<file path="src/hw/rtl/ehp_pkg.sv">
// ============================================================================
// ehp_pkg
// Shared types and constants of the Ethernet / IPv4 / L4 header parser.
// ============================================================================
package ehp_pkg;

    // Frame byte counter
    localparam int unsigned CNT_W           = 16;
    localparam int unsigned MAX_FRAME_BYTES = 65535;

    // Header offsets and minimum sizes, in bytes
    localparam logic [4:0] ETH_HDR_BYTES      = 5'd14;
    localparam logic [4:0] VLAN_ETH_HDR_BYTES = 5'd18;
    localparam logic [5:0] IP_MIN_HDR_BYTES   = 6'd20;
    localparam logic [5:0] TCP_MIN_HDR_BYTES  = 6'd20;
    localparam logic [5:0] UDP_HDR_BYTES      = 6'd8;

    // Protocol codes
    localparam logic [15:0] ETH_TYPE_VLAN = 16'h8100;
    localparam logic [15:0] ETH_TYPE_IPV4 = 16'h0800;
    localparam logic [7:0]  IP_PROTO_TCP  = 8'd6;
    localparam logic [7:0]  IP_PROTO_UDP  = 8'd17;

    // Deepest layer codes
    localparam logic [2:0] LAYER_NONE = 3'd0;
    localparam logic [2:0] LAYER_ETH  = 3'd1;
    localparam logic [2:0] LAYER_IPV4 = 3'd2;
    localparam logic [2:0] LAYER_TCP  = 3'd3;
    localparam logic [2:0] LAYER_UDP  = 3'd4;

    // Header fields captured while a frame passes
    typedef struct packed {
        logic        vlan;
        logic [15:0] ether_type;
        logic [5:0]  ihl_bytes;
        logic [12:0] frag_offset;
        logic [7:0]  ttl;
        logic [7:0]  protocol;
        logic [31:0] src_addr;
        logic [31:0] dst_addr;
        logic [5:0]  data_offset;
        logic [15:0] sport;
        logic [15:0] dport;
        logic [7:0]  flag_bits;
    } hdr_fields_t;

    // One parse result
    typedef struct packed {
        logic        parse_ok;
        logic [2:0]  deepest_layer;
        logic [15:0] ether_type;
        logic [7:0]  ip_ttl;
        logic [7:0]  ip_protocol;
        logic [31:0] source_address;
        logic [31:0] dest_address;
        logic [15:0] source_port;
        logic [15:0] dest_port;
        logic [7:0]  tcp_flag_byte;
        logic [15:0] payload_offset;
        logic [15:0] payload_length;
    } parse_result_t;

endpackage

</file>
<file path="src/hw/rtl/ethernet_ipv4_l4_header_parser.sv">
// ============================================================================
// ethernet_ipv4_l4_header_parser
// Streaming Ethernet / 802.1Q / IPv4 / TCP-UDP header parser.
// ============================================================================
// Usage:
//   Frame bytes enter on the s_ channel, one byte per transaction, in wire
//   order; s_tlast marks the final byte and so fixes the frame length.
//   For each frame one result transaction leaves on the m_ channel: parse
//   status and deepest layer in m_tuser, captured header fields, payload
//   offset and payload length in m_tdata. Bytes that are not last give no
//   result.
//   With the result slot free, a taken last byte passes the input register,
//   then the result register, before m_tvalid rises. Throughput: one byte
//   per cycle while the result slot is free, sustained across frame
//   boundaries; the capture logic and the end of frame checks both fit in
//   the single stage between the two registers.
//   If the receiver stalls, the result holds in the output register; bytes
//   that are not last keep flowing, and the next last byte waits in the
//   input register until the result slot frees up.
//   Reset clears the byte counter, all captured fields and both valid flags.
// ============================================================================
module ethernet_ipv4_l4_header_parser (
    input  logic         aclk,
    input  logic         aresetn,
    // Input byte stream
    input  logic         s_tvalid,
    output logic         s_tready,
    input  logic [7:0]   s_tdata,   // [7:0] data_byte
    input  logic         s_tlast,   // last_byte
    // Parse results
    output logic         m_tvalid,
    input  logic         m_tready,
    output logic [167:0] m_tdata,   // [15:0] ether_type, [23:16] ip_ttl,
                                    // [31:24] ip_protocol, [63:32] source_address,
                                    // [95:64] dest_address, [111:96] source_port,
                                    // [127:112] dest_port, [135:128] tcp_flag_byte,
                                    // [151:136] payload_offset,
                                    // [167:152] payload_length
    output logic [3:0]   m_tuser    // [0] parse_ok, [3:1] deepest_layer
);
    import ehp_pkg::*;

    logic          in_valid_reg;
    logic [7:0]    in_byte_reg;
    logic          in_last_reg;
    logic          out_free;
    logic          advance;
    logic          load_result;
    hdr_fields_t   fields_next;
    logic [15:0]   frame_len;
    parse_result_t result;
    parse_result_t res_reg;
    logic          m_valid_reg;

    // Pipeline control: a last byte needs a free result slot
    assign out_free    = !m_valid_reg || m_tready;
    assign advance     = in_valid_reg && (!in_last_reg || out_free);
    assign load_result = advance && in_last_reg;
    assign s_tready    = !in_valid_reg || advance;

    // Input register
    always_ff @(posedge aclk) begin
        if (!aresetn) begin
            in_valid_reg <= 1'b0;
        end else if (s_tready) begin
            in_valid_reg <= s_tvalid;
        end
    end

    always_ff @(posedge aclk) begin
        if (s_tready) begin
            in_byte_reg <= s_tdata;
            in_last_reg <= s_tlast;
        end
    end

    // Field capture and byte counting
    ehp_capture u_capture (
        .aclk        (aclk),
        .aresetn     (aresetn),
        .advance     (advance),
        .data_byte   (in_byte_reg),
        .last_byte   (in_last_reg),
        .fields_next (fields_next),
        .frame_len   (frame_len)
    );

    // End of frame checks
    ehp_decide u_decide (
        .fields    (fields_next),
        .frame_len (frame_len),
        .result    (result)
    );

    // Result register
    always_ff @(posedge aclk) begin
        if (!aresetn) begin
            m_valid_reg <= 1'b0;
        end else if (load_result) begin
            m_valid_reg <= 1'b1;
        end else if (m_tready) begin
            m_valid_reg <= 1'b0;
        end
    end

    always_ff @(posedge aclk) begin
        if (load_result) begin
            res_reg <= result;
        end
    end

    assign m_tvalid = m_valid_reg;
    assign m_tuser  = {res_reg.deepest_layer, res_reg.parse_ok};
    assign m_tdata  = {res_reg.payload_length, res_reg.payload_offset,
                       res_reg.tcp_flag_byte, res_reg.dest_port, res_reg.source_port,
                       res_reg.dest_address, res_reg.source_address,
                       res_reg.ip_protocol, res_reg.ip_ttl, res_reg.ether_type};

`ifndef SYNTH
    // A new result only follows a last byte that was taken
    a_result_from_last: assert property (@(posedge aclk) disable iff (!aresetn)
        $rose(m_valid_reg) |-> $past(in_valid_reg && in_last_reg))
        else $error("result appeared without a last byte");

    // Bytes that are not last never wait in the input register
    a_mid_byte_flows: assert property (@(posedge aclk) disable iff (!aresetn)
        (in_valid_reg && !in_last_reg) |-> advance)
        else $error("mid-frame byte stalled");

    // A malformed frame never reaches past the Ethernet layer
    a_bad_layer: assert property (@(posedge aclk) disable iff (!aresetn)
        (m_valid_reg && !res_reg.parse_ok) |->
            (res_reg.deepest_layer == LAYER_NONE || res_reg.deepest_layer == LAYER_ETH))
        else $error("malformed frame reports an upper layer");

    // No layer means no captured fields
    a_none_empty: assert property (@(posedge aclk) disable iff (!aresetn)
        (m_valid_reg && res_reg.deepest_layer == LAYER_NONE) |->
            (res_reg.ether_type == 16'd0 && res_reg.payload_length == 16'd0))
        else $error("short frame reports header fields");
`endif

endmodule

</file>
<file path="src/hw/rtl/ehp_capture.sv">
// ============================================================================
// ehp_capture
// Byte counter and header field capture; gives the fields as they stand
// after the current byte, and clears itself at the end of each frame.
// ============================================================================
module ehp_capture (
    input  logic                 aclk,
    input  logic                 aresetn,
    input  logic                 advance,
    input  logic [7:0]           data_byte,
    input  logic                 last_byte,
    output ehp_pkg::hdr_fields_t fields_next,
    output logic [15:0]          frame_len
);
    import ehp_pkg::*;

    logic [CNT_W-1:0] cnt_reg;
    logic [CNT_W-1:0] cnt_next;
    hdr_fields_t      fields_reg;
    logic [4:0]       ip_off;
    logic [CNT_W-1:0] ip_rel;
    logic [CNT_W-1:0] l4_rel;
    logic [CNT_W:0]   pos_plus1;

    // Locate the current byte relative to the IPv4 and L4 headers
    always_comb begin
        ip_off = fields_reg.vlan ? VLAN_ETH_HDR_BYTES : ETH_HDR_BYTES;
        ip_rel = cnt_reg - {{(CNT_W-5){1'b0}}, ip_off};
        l4_rel = ip_rel - {{(CNT_W-6){1'b0}}, fields_reg.ihl_bytes};
    end

    // Capture header bytes as their positions pass
    always_comb begin
        fields_next = fields_reg;
        if (cnt_reg == CNT_W'(12)) begin
            fields_next.ether_type = {data_byte, 8'h00};
        end
        if (cnt_reg == CNT_W'(13)) begin
            fields_next.ether_type = {fields_reg.ether_type[15:8], data_byte};
            fields_next.vlan = ({fields_reg.ether_type[15:8], data_byte} == ETH_TYPE_VLAN);
        end
        if (fields_reg.vlan && cnt_reg == CNT_W'(16)) begin
            fields_next.ether_type = {data_byte, 8'h00};
        end
        if (fields_reg.vlan && cnt_reg == CNT_W'(17)) begin
            fields_next.ether_type = {fields_reg.ether_type[15:8], data_byte};
        end
        if (cnt_reg >= {{(CNT_W-5){1'b0}}, ip_off}) begin
            // IPv4 header
            if (ip_rel == CNT_W'(0)) begin
                fields_next.ihl_bytes = {data_byte[3:0], 2'b00};
            end else if (ip_rel == CNT_W'(6)) begin
                fields_next.frag_offset = {data_byte[4:0], 8'h00};
            end else if (ip_rel == CNT_W'(7)) begin
                fields_next.frag_offset = {fields_reg.frag_offset[12:8], data_byte};
            end else if (ip_rel == CNT_W'(8)) begin
                fields_next.ttl = data_byte;
            end else if (ip_rel == CNT_W'(9)) begin
                fields_next.protocol = data_byte;
            end else if (ip_rel >= CNT_W'(12) && ip_rel <= CNT_W'(15)) begin
                fields_next.src_addr = {fields_reg.src_addr[23:0], data_byte};
            end else if (ip_rel >= CNT_W'(16) && ip_rel <= CNT_W'(19)) begin
                fields_next.dst_addr = {fields_reg.dst_addr[23:0], data_byte};
            end
            // L4 header, after the IPv4 options
            if (ip_rel >= CNT_W'(20) &&
                ip_rel >= {{(CNT_W-6){1'b0}}, fields_reg.ihl_bytes}) begin
                if (l4_rel == CNT_W'(0)) begin
                    fields_next.sport = {data_byte, 8'h00};
                end else if (l4_rel == CNT_W'(1)) begin
                    fields_next.sport = {fields_reg.sport[15:8], data_byte};
                end else if (l4_rel == CNT_W'(2)) begin
                    fields_next.dport = {data_byte, 8'h00};
                end else if (l4_rel == CNT_W'(3)) begin
                    fields_next.dport = {fields_reg.dport[15:8], data_byte};
                end else if (l4_rel == CNT_W'(12)) begin
                    fields_next.data_offset = {data_byte[7:4], 2'b00};
                end else if (l4_rel == CNT_W'(13)) begin
                    fields_next.flag_bits = data_byte;
                end
            end
        end
    end

    // Saturating count and frame length including the current byte
    always_comb begin
        pos_plus1 = {1'b0, cnt_reg} + {{CNT_W{1'b0}}, 1'b1};
        if (cnt_reg < CNT_W'(MAX_FRAME_BYTES)) begin
            cnt_next  = pos_plus1[CNT_W-1:0];
            frame_len = pos_plus1[15:0];
        end else begin
            cnt_next  = cnt_reg;
            frame_len = 16'(MAX_FRAME_BYTES);
        end
    end

    // Advance on each byte, clear at the end of a frame
    always_ff @(posedge aclk) begin
        if (!aresetn) begin
            cnt_reg    <= '0;
            fields_reg <= '0;
        end else if (advance) begin
            if (last_byte) begin
                cnt_reg    <= '0;
                fields_reg <= '0;
            end else begin
                cnt_reg    <= cnt_next;
                fields_reg <= fields_next;
            end
        end
    end

endmodule

</file>
<file path="src/hw/rtl/ehp_decide.sv">
// ============================================================================
// ehp_decide
// Length and header checks at the end of a frame; builds the result.
// ============================================================================
module ehp_decide (
    input  ehp_pkg::hdr_fields_t   fields,
    input  logic [15:0]            frame_len,
    output ehp_pkg::parse_result_t result
);
    import ehp_pkg::*;

    logic [4:0]  ip_off;
    logic [6:0]  l4_off;
    logic [15:0] seg_len;
    logic [15:0] tcp_pay_len;
    logic [15:0] udp_pay_len;

    // Header boundaries
    always_comb begin
        ip_off      = fields.vlan ? VLAN_ETH_HDR_BYTES : ETH_HDR_BYTES;
        l4_off      = {2'b00, ip_off} + {1'b0, fields.ihl_bytes};
        seg_len     = frame_len - {9'd0, l4_off};
        tcp_pay_len = seg_len - {10'd0, fields.data_offset};
        udp_pay_len = seg_len - {10'd0, UDP_HDR_BYTES};
    end

    // Walk down the layers while the checks pass
    always_comb begin
        result = '0;
        if (frame_len >= {11'd0, ip_off}) begin
            result.deepest_layer = LAYER_ETH;
            result.ether_type    = fields.ether_type;
            if (fields.ether_type != ETH_TYPE_IPV4) begin
                result.parse_ok = 1'b1;
            end else if (frame_len >= {11'd0, ip_off} + {10'd0, IP_MIN_HDR_BYTES} &&
                         fields.ihl_bytes >= IP_MIN_HDR_BYTES &&
                         frame_len >= {9'd0, l4_off}) begin
                result.parse_ok       = 1'b1;
                result.deepest_layer  = LAYER_IPV4;
                result.ip_ttl         = fields.ttl;
                result.ip_protocol    = fields.protocol;
                result.source_address = fields.src_addr;
                result.dest_address   = fields.dst_addr;
                if (fields.frag_offset == 13'd0) begin
                    if (fields.protocol == IP_PROTO_TCP) begin
                        if (seg_len >= {10'd0, TCP_MIN_HDR_BYTES} &&
                            fields.data_offset >= TCP_MIN_HDR_BYTES &&
                            seg_len >= {10'd0, fields.data_offset}) begin
                            result.deepest_layer  = LAYER_TCP;
                            result.source_port    = fields.sport;
                            result.dest_port      = fields.dport;
                            result.tcp_flag_byte  = fields.flag_bits;
                            result.payload_offset = {9'd0, l4_off} +
                                                    {10'd0, fields.data_offset};
                            result.payload_length = tcp_pay_len;
                        end
                    end else if (fields.protocol == IP_PROTO_UDP) begin
                        if (seg_len >= {10'd0, UDP_HDR_BYTES}) begin
                            result.deepest_layer  = LAYER_UDP;
                            result.source_port    = fields.sport;
                            result.dest_port      = fields.dport;
                            result.payload_offset = {9'd0, l4_off} +
                                                    {10'd0, UDP_HDR_BYTES};
                            result.payload_length = udp_pay_len;
                        end
                    end
                end
            end
        end
    end

endmodule
</file>
<file path="config.mk">
export PLATFORM = sky130hd
export DESIGN_NAME = ethernet_ipv4_l4_header_parser
export DESIGN_NICKNAME = d
export VERILOG_FILES = /design/src/hw/rtl/ehp_pkg.sv /design/src/hw/rtl/ethernet_ipv4_l4_header_parser.sv /design/src/hw/rtl/ehp_capture.sv /design/src/hw/rtl/ehp_decide.sv
export SDC_FILE = /design/constraint.sdc
export NUM_CORES = 1
export LEC_CHECK = 0
export ABC_AREA = 1
export ABC_CLOCK_PERIOD_IN_PS = 18000
export BUFFER_PORTS_ARGS = -buffer_cell sky130_fd_sc_hd__clkbuf_2
export CAP_MARGIN = 10
export CORE_ASPECT_RATIO = 0.7
export CORE_UTILIZATION = 40
export CTS_BUF_LIST = sky130_fd_sc_hd__clkbuf_8
export DETAILED_ROUTE_END_ITERATION = 12
export HOLD_SLACK_MARGIN = 0.15
export SLEW_MARGIN = 40
export SYNTH_ARGS = -nofsm -noshare
export SYNTH_HDL_FRONTEND = slang
export SYNTH_HIERARCHICAL = 1
export SYNTH_SLANG_ARGS = --single-unit
</file>
<file path="constraint.sdc">
create_clock -name aclk -period 18 [get_ports aclk]
set_clock_uncertainty 0.05 [all_clocks]
set_input_delay 0.9 -clock aclk [delete_from_list [all_inputs] [get_ports aclk]]
set_output_delay 0.9 -clock aclk [all_outputs]
set_load 0.005 [all_outputs]
</file>
# Yosys cells after proc, flatten, opt, wreduce, memory -nomap -nowiden
# Cells that the tools add are included.
# classes
n_addsub,10
bitwise,5
n_mux,57
eq_ne,17
n_reduce_logical,26
n_lt_le_gt_ge,16
# ops
op,count
$mux W32,9
$mux W162,1
$mux W80,2
$mux W145,1
$mux W72,2
$mux W16,8
$eq A16 B4 Y1 const B,6
$mux W93,1
$mux W8,9
$mux W64,1
$ge A16 B5 Y1 const B,3
$mux W24,2
$mux W46,1
$mux W6,6
$eq A16 B2 Y1 const B,2
$eq A16 B3 Y1 const B,2
$eq A16 B5 Y1 const B,2
$ge A16 B4 Y1 const B,2
$ge A16 B5 Y1,2
$ge A16 B6 Y1,2
$logic_not A16 Y1,2
$sub A16 B6 Y16,2
$mux W17,1
$add A16 B1 Y16 const B,1
other kinds (33),61
# totals
input_bits,13
out_inout_bits,174
wordCells,162
regBits,361

# Logic depth before layout (Yosys ltp)
# logic_depth
word_depth,22
depth_mapped,44
ltp_nobuf,43

# Cells and area by module
# The synthesis kept the hierarchy.
# by_module_without_submodules
mod,n_inst,area_per_inst_um2,cells_each
ehp_capture,1,10779.1,1608
ethernet_ipv4_l4_header_parser,1,5549.1,198
ehp_decide,1,3808.7,766

# Worst setup path before layout
# Ideal clock, no wire load.
# synth_path
kind,reg2reg
startpoint,reg u_capture.cnt_reg[1]
endpoint,reg res_reg (netlist bit m_tdata[143]) (data pin)
slack_ns,12.014
path_stages_with_launch,41
period_less_slack_ns,5.986
arrival_ns,5.679
path_cell_list,dfxtp_1 inv_1 fa_1 nor2_1 nor2_4 nand2_1 nand2_1 nand2_1 inv_2 nor2_2 nand3_1 nor2_4 inv_2 nor2_1 nand3_1 nand2_1 o21ai_0 inv_1 (+5 left out) nor2_1 inv_1 xor2_1 inv_1 ha_1 a21oi_1 nor2_1 o21ai_0 nand2_1 nor2_1 a21oi_1 a21oi_1 nand3_2 nand2_1 nor2_4 buf_4 nand3_1 o21ai_1
# synth_rtl
element,line,text
from (decl),ehp_capture.sv:17,logic [CNT_W-1:0] cnt_reg;
from (signal assigned),ehp_capture.sv:107,cnt_reg <= cnt_next;
to (signal assigned),ethernet_ipv4_l4_header_parser.sv:108,res_reg <= result;
to (decl),ethernet_ipv4_l4_header_parser.sv:52,parse_result_t res_reg;

==> out/results.ini <==
[synthesis]
synth_top_family_by_area = simple AND/OR/NAND/NOR gates
synth_edf_count = 181
avgSynthCellArea_um2 = 7.83
synth-seq-cells = 361
syn_inst = 2572
synth.area.top_cells = edfxtp_1 (27%), dfxtp_1 (18%), nand2_1 (13%), inv_1 (6.5%), a21oi_1 (5.3%)
synth-simple-area-share = 0.263
yosysMostFrequentCell = nand2_1
ys_types = 64
yosysTopAreaCellShare = 0.270
synth_warnings = 6
synth-main-ff-cell = edfxtp_1
synth_area_um2 = 20100
synthTopCellsByCount = nand2_1 (675), inv_1 (349), a21oi_1 (214), nor2_1 (201), edfxtp_1 (181)
synth_fa_ha_area_frac = 0.0308
synth-xor-area-share = 0.0165
muxShareOfSynthArea = 0.0367
ys_seq_area_frac = 0.449
synth_compound_area_frac = 0.104
yosysTopAreaCell = edfxtp_1
async_flop_share = 0

[floorplan]
core_region_area_um2 = 49500
io_pins = 187
std_cell_rows = 68
initial_core_util = 0.407
die_h_um = 190
die_area_um2 = 51300
die_w_um = 270

[timing]
maxSlewHeadroom = 0.443
hold_violations = 0
period_minus_slack_ns = 7.73
setup_viol_count_final = 0
post-route-period-util = 0.430
tightestPinTransition_ns = 0.828
drv_slew = 0
rsz0062_at_grt = false
fin_setup_tns_ns = 0
clock.fmax_ghz = 0.129

[final_layout]
largest_reg_flops = 168
num_antenna_cells = 0
fin_area_um2 = 22900
drive_gt1_frac = 0.155
n_fill_cell = 4957
area_growth_pct = 13.5
fin_nets = 2794

[worst_setup_path]
arrival_ns = 8.17
r2r_start = u_capture/cnt_reg[1]
cp_max_fo = 13
cp-end-kind = register
crit_start = u_capture/cnt_reg[1]
crit_type = register to register
path_common_cell = inv_1
cp_slowest_stage_delay_ns = 0.51
critPathLaunchType = register
cp.required_ns = 18.43
crit_path_top_delay_cell = fa_1

[place]
io_buffer_count = 186
gp_congestion = 0.961
dpl_cell_area_um2 = 21600
hpwl_mm = 41.0

[global_route]
overflow = 0
grt_pass1_vias = 16300
grt_max_degree = 100
antenna_found_initial = 0
gr-usage-all-layers = 0.224
grt_pass1_wl_mm = 90.8

[clock_tree]
ctsHtreeMaxLevel = 2
cts_tree = yes
cts.clk_slew.worst_paths_ns = 0.07
clk_path_buf_depth = 3
post_cts_buffers = 0
cts_resized = 0
numCtsBuffers = 58
cts_root_buf = clkbuf_8
cts_hold_buffers = 0
cts.sink_count = 361
worst_skew_pair.late_latency_ns = 0.68

[route]
post_drt_via_cell_ratio = 5.10
wl_per_cell_um = 17.1
drc = 0
wirelength_mm = 58.9
vias = 17600
drtIter0Drc = 1575
ant_nets = 0
drtPass1Iterations = 6

[worst_hold_path]
min-delay-start = s_tdata[0]
hold_path.class = input pin to register

[power_and_ir_drop]
irDropWorstVdd_uv = 43.8
finalPower_mw = 1.72
power.leakage_nw = 9.64
powerDensity_nw_per_um2 = 75.2

[job]
drv_cap = 0

[status]
outcome = finished clean

## critical path, delay by kind of cell (launching register included)
| kind | cells | cell delay [ns] |
|---|---|---|
| compound gates | 4 | 0.61 |
| flops | 1 | 0.50 |
| fa+ha+maj | 4 | 1.75 |
| xor+xnor | 2 | 0.69 |
| buf+inv | 6 | 0.77 |
| simple gates | 17 | 3.19 |
## layout make-up
type                       count  area [um^2]  share of cell area
clock buffer                  63          867              0.0379
clock inverter                47          383              0.0168
inverter                     368         1400              0.0613
multi-input combinational   1733         9150               0.400
sequential                   361         9040               0.395
tap                          665          832              0.0364
timing repair buffer         213         1180              0.0517
## stage by stage
stage	worst slack, ns	hold slack [ns]	cells	util
6_report	10.27	0.347	3450	0.462
5_1_grt	9.56	0.311	3450	0.462
4_1_cts	10.34	0.299	3449	0.461
3_5_place_dp	10.40	0.382	3339	0.436
3_3_place_gp	10.25	0.371	3337	0.435
2_1_floorplan	12.01	0.362	2579	-
## routing by layer
metal	global-route usage	vias up	wire length [um]
met5	0	-	0
met4	0.0624	0	1100
met3	0.0430	72	4250
met2	0.321	571	24400
met1	0.339	8258	29100
li1	-	8684	-
## cells in the final DEF (no fill, tap or decap), types with 13 or more instances in the layout
cell type	n
a21boi_0	25
a21oi_1	214
buf_4	21
clkbuf_2	186
clkbuf_8	63
clkinv_1	13
dfxtp_1	180
edfxtp_1	181
ha_1	40
inv_1	363
inv_2	16
mux2_2	24
mux2i_1	40
nand2_1	674
nand2_2	16
nand3_1	119
nand3_2	15
nand4_1	42
nor2_1	200
nor2_2	19
nor3_1	26
nor4_1	19
o21ai_0	57
o21ai_1	46
xor2_1	29
## final timing paths
kind                                                  to  slack [ns]  depth (start not counted)
worst max register to register              m_tdata[158]       10.27                         33
worst min register to register  u_capture/fields_reg[40]        0.39                          2
worst min-delay path                      in_byte_reg[0]        0.35                          1
worst max-delay path                        m_tdata[158]       10.27                         33
## power breakdown
group / total [mW] / switching, mW / internal (mW)
Clock: 0.770 / 0.346 / 0.424
Sequential: 0.882 / 0.00645 / 0.875
Combinational: 0.0675 / 0.0515 / 0.0160
## cells by family (layout without fill, tap and decap cells)
group                      after synthesis  count (layout)
muxes                                   70              70
other                                    1               8
DFF                                    361             361
xor gates and xnor gates                38              38
buffers and inverters                  485             691
AOI/OAI and AO/OA                      381             381
adders and majority gates               46              46
and+or+nand+nor                       1190            1190
(Power assumes the default switching activity.)
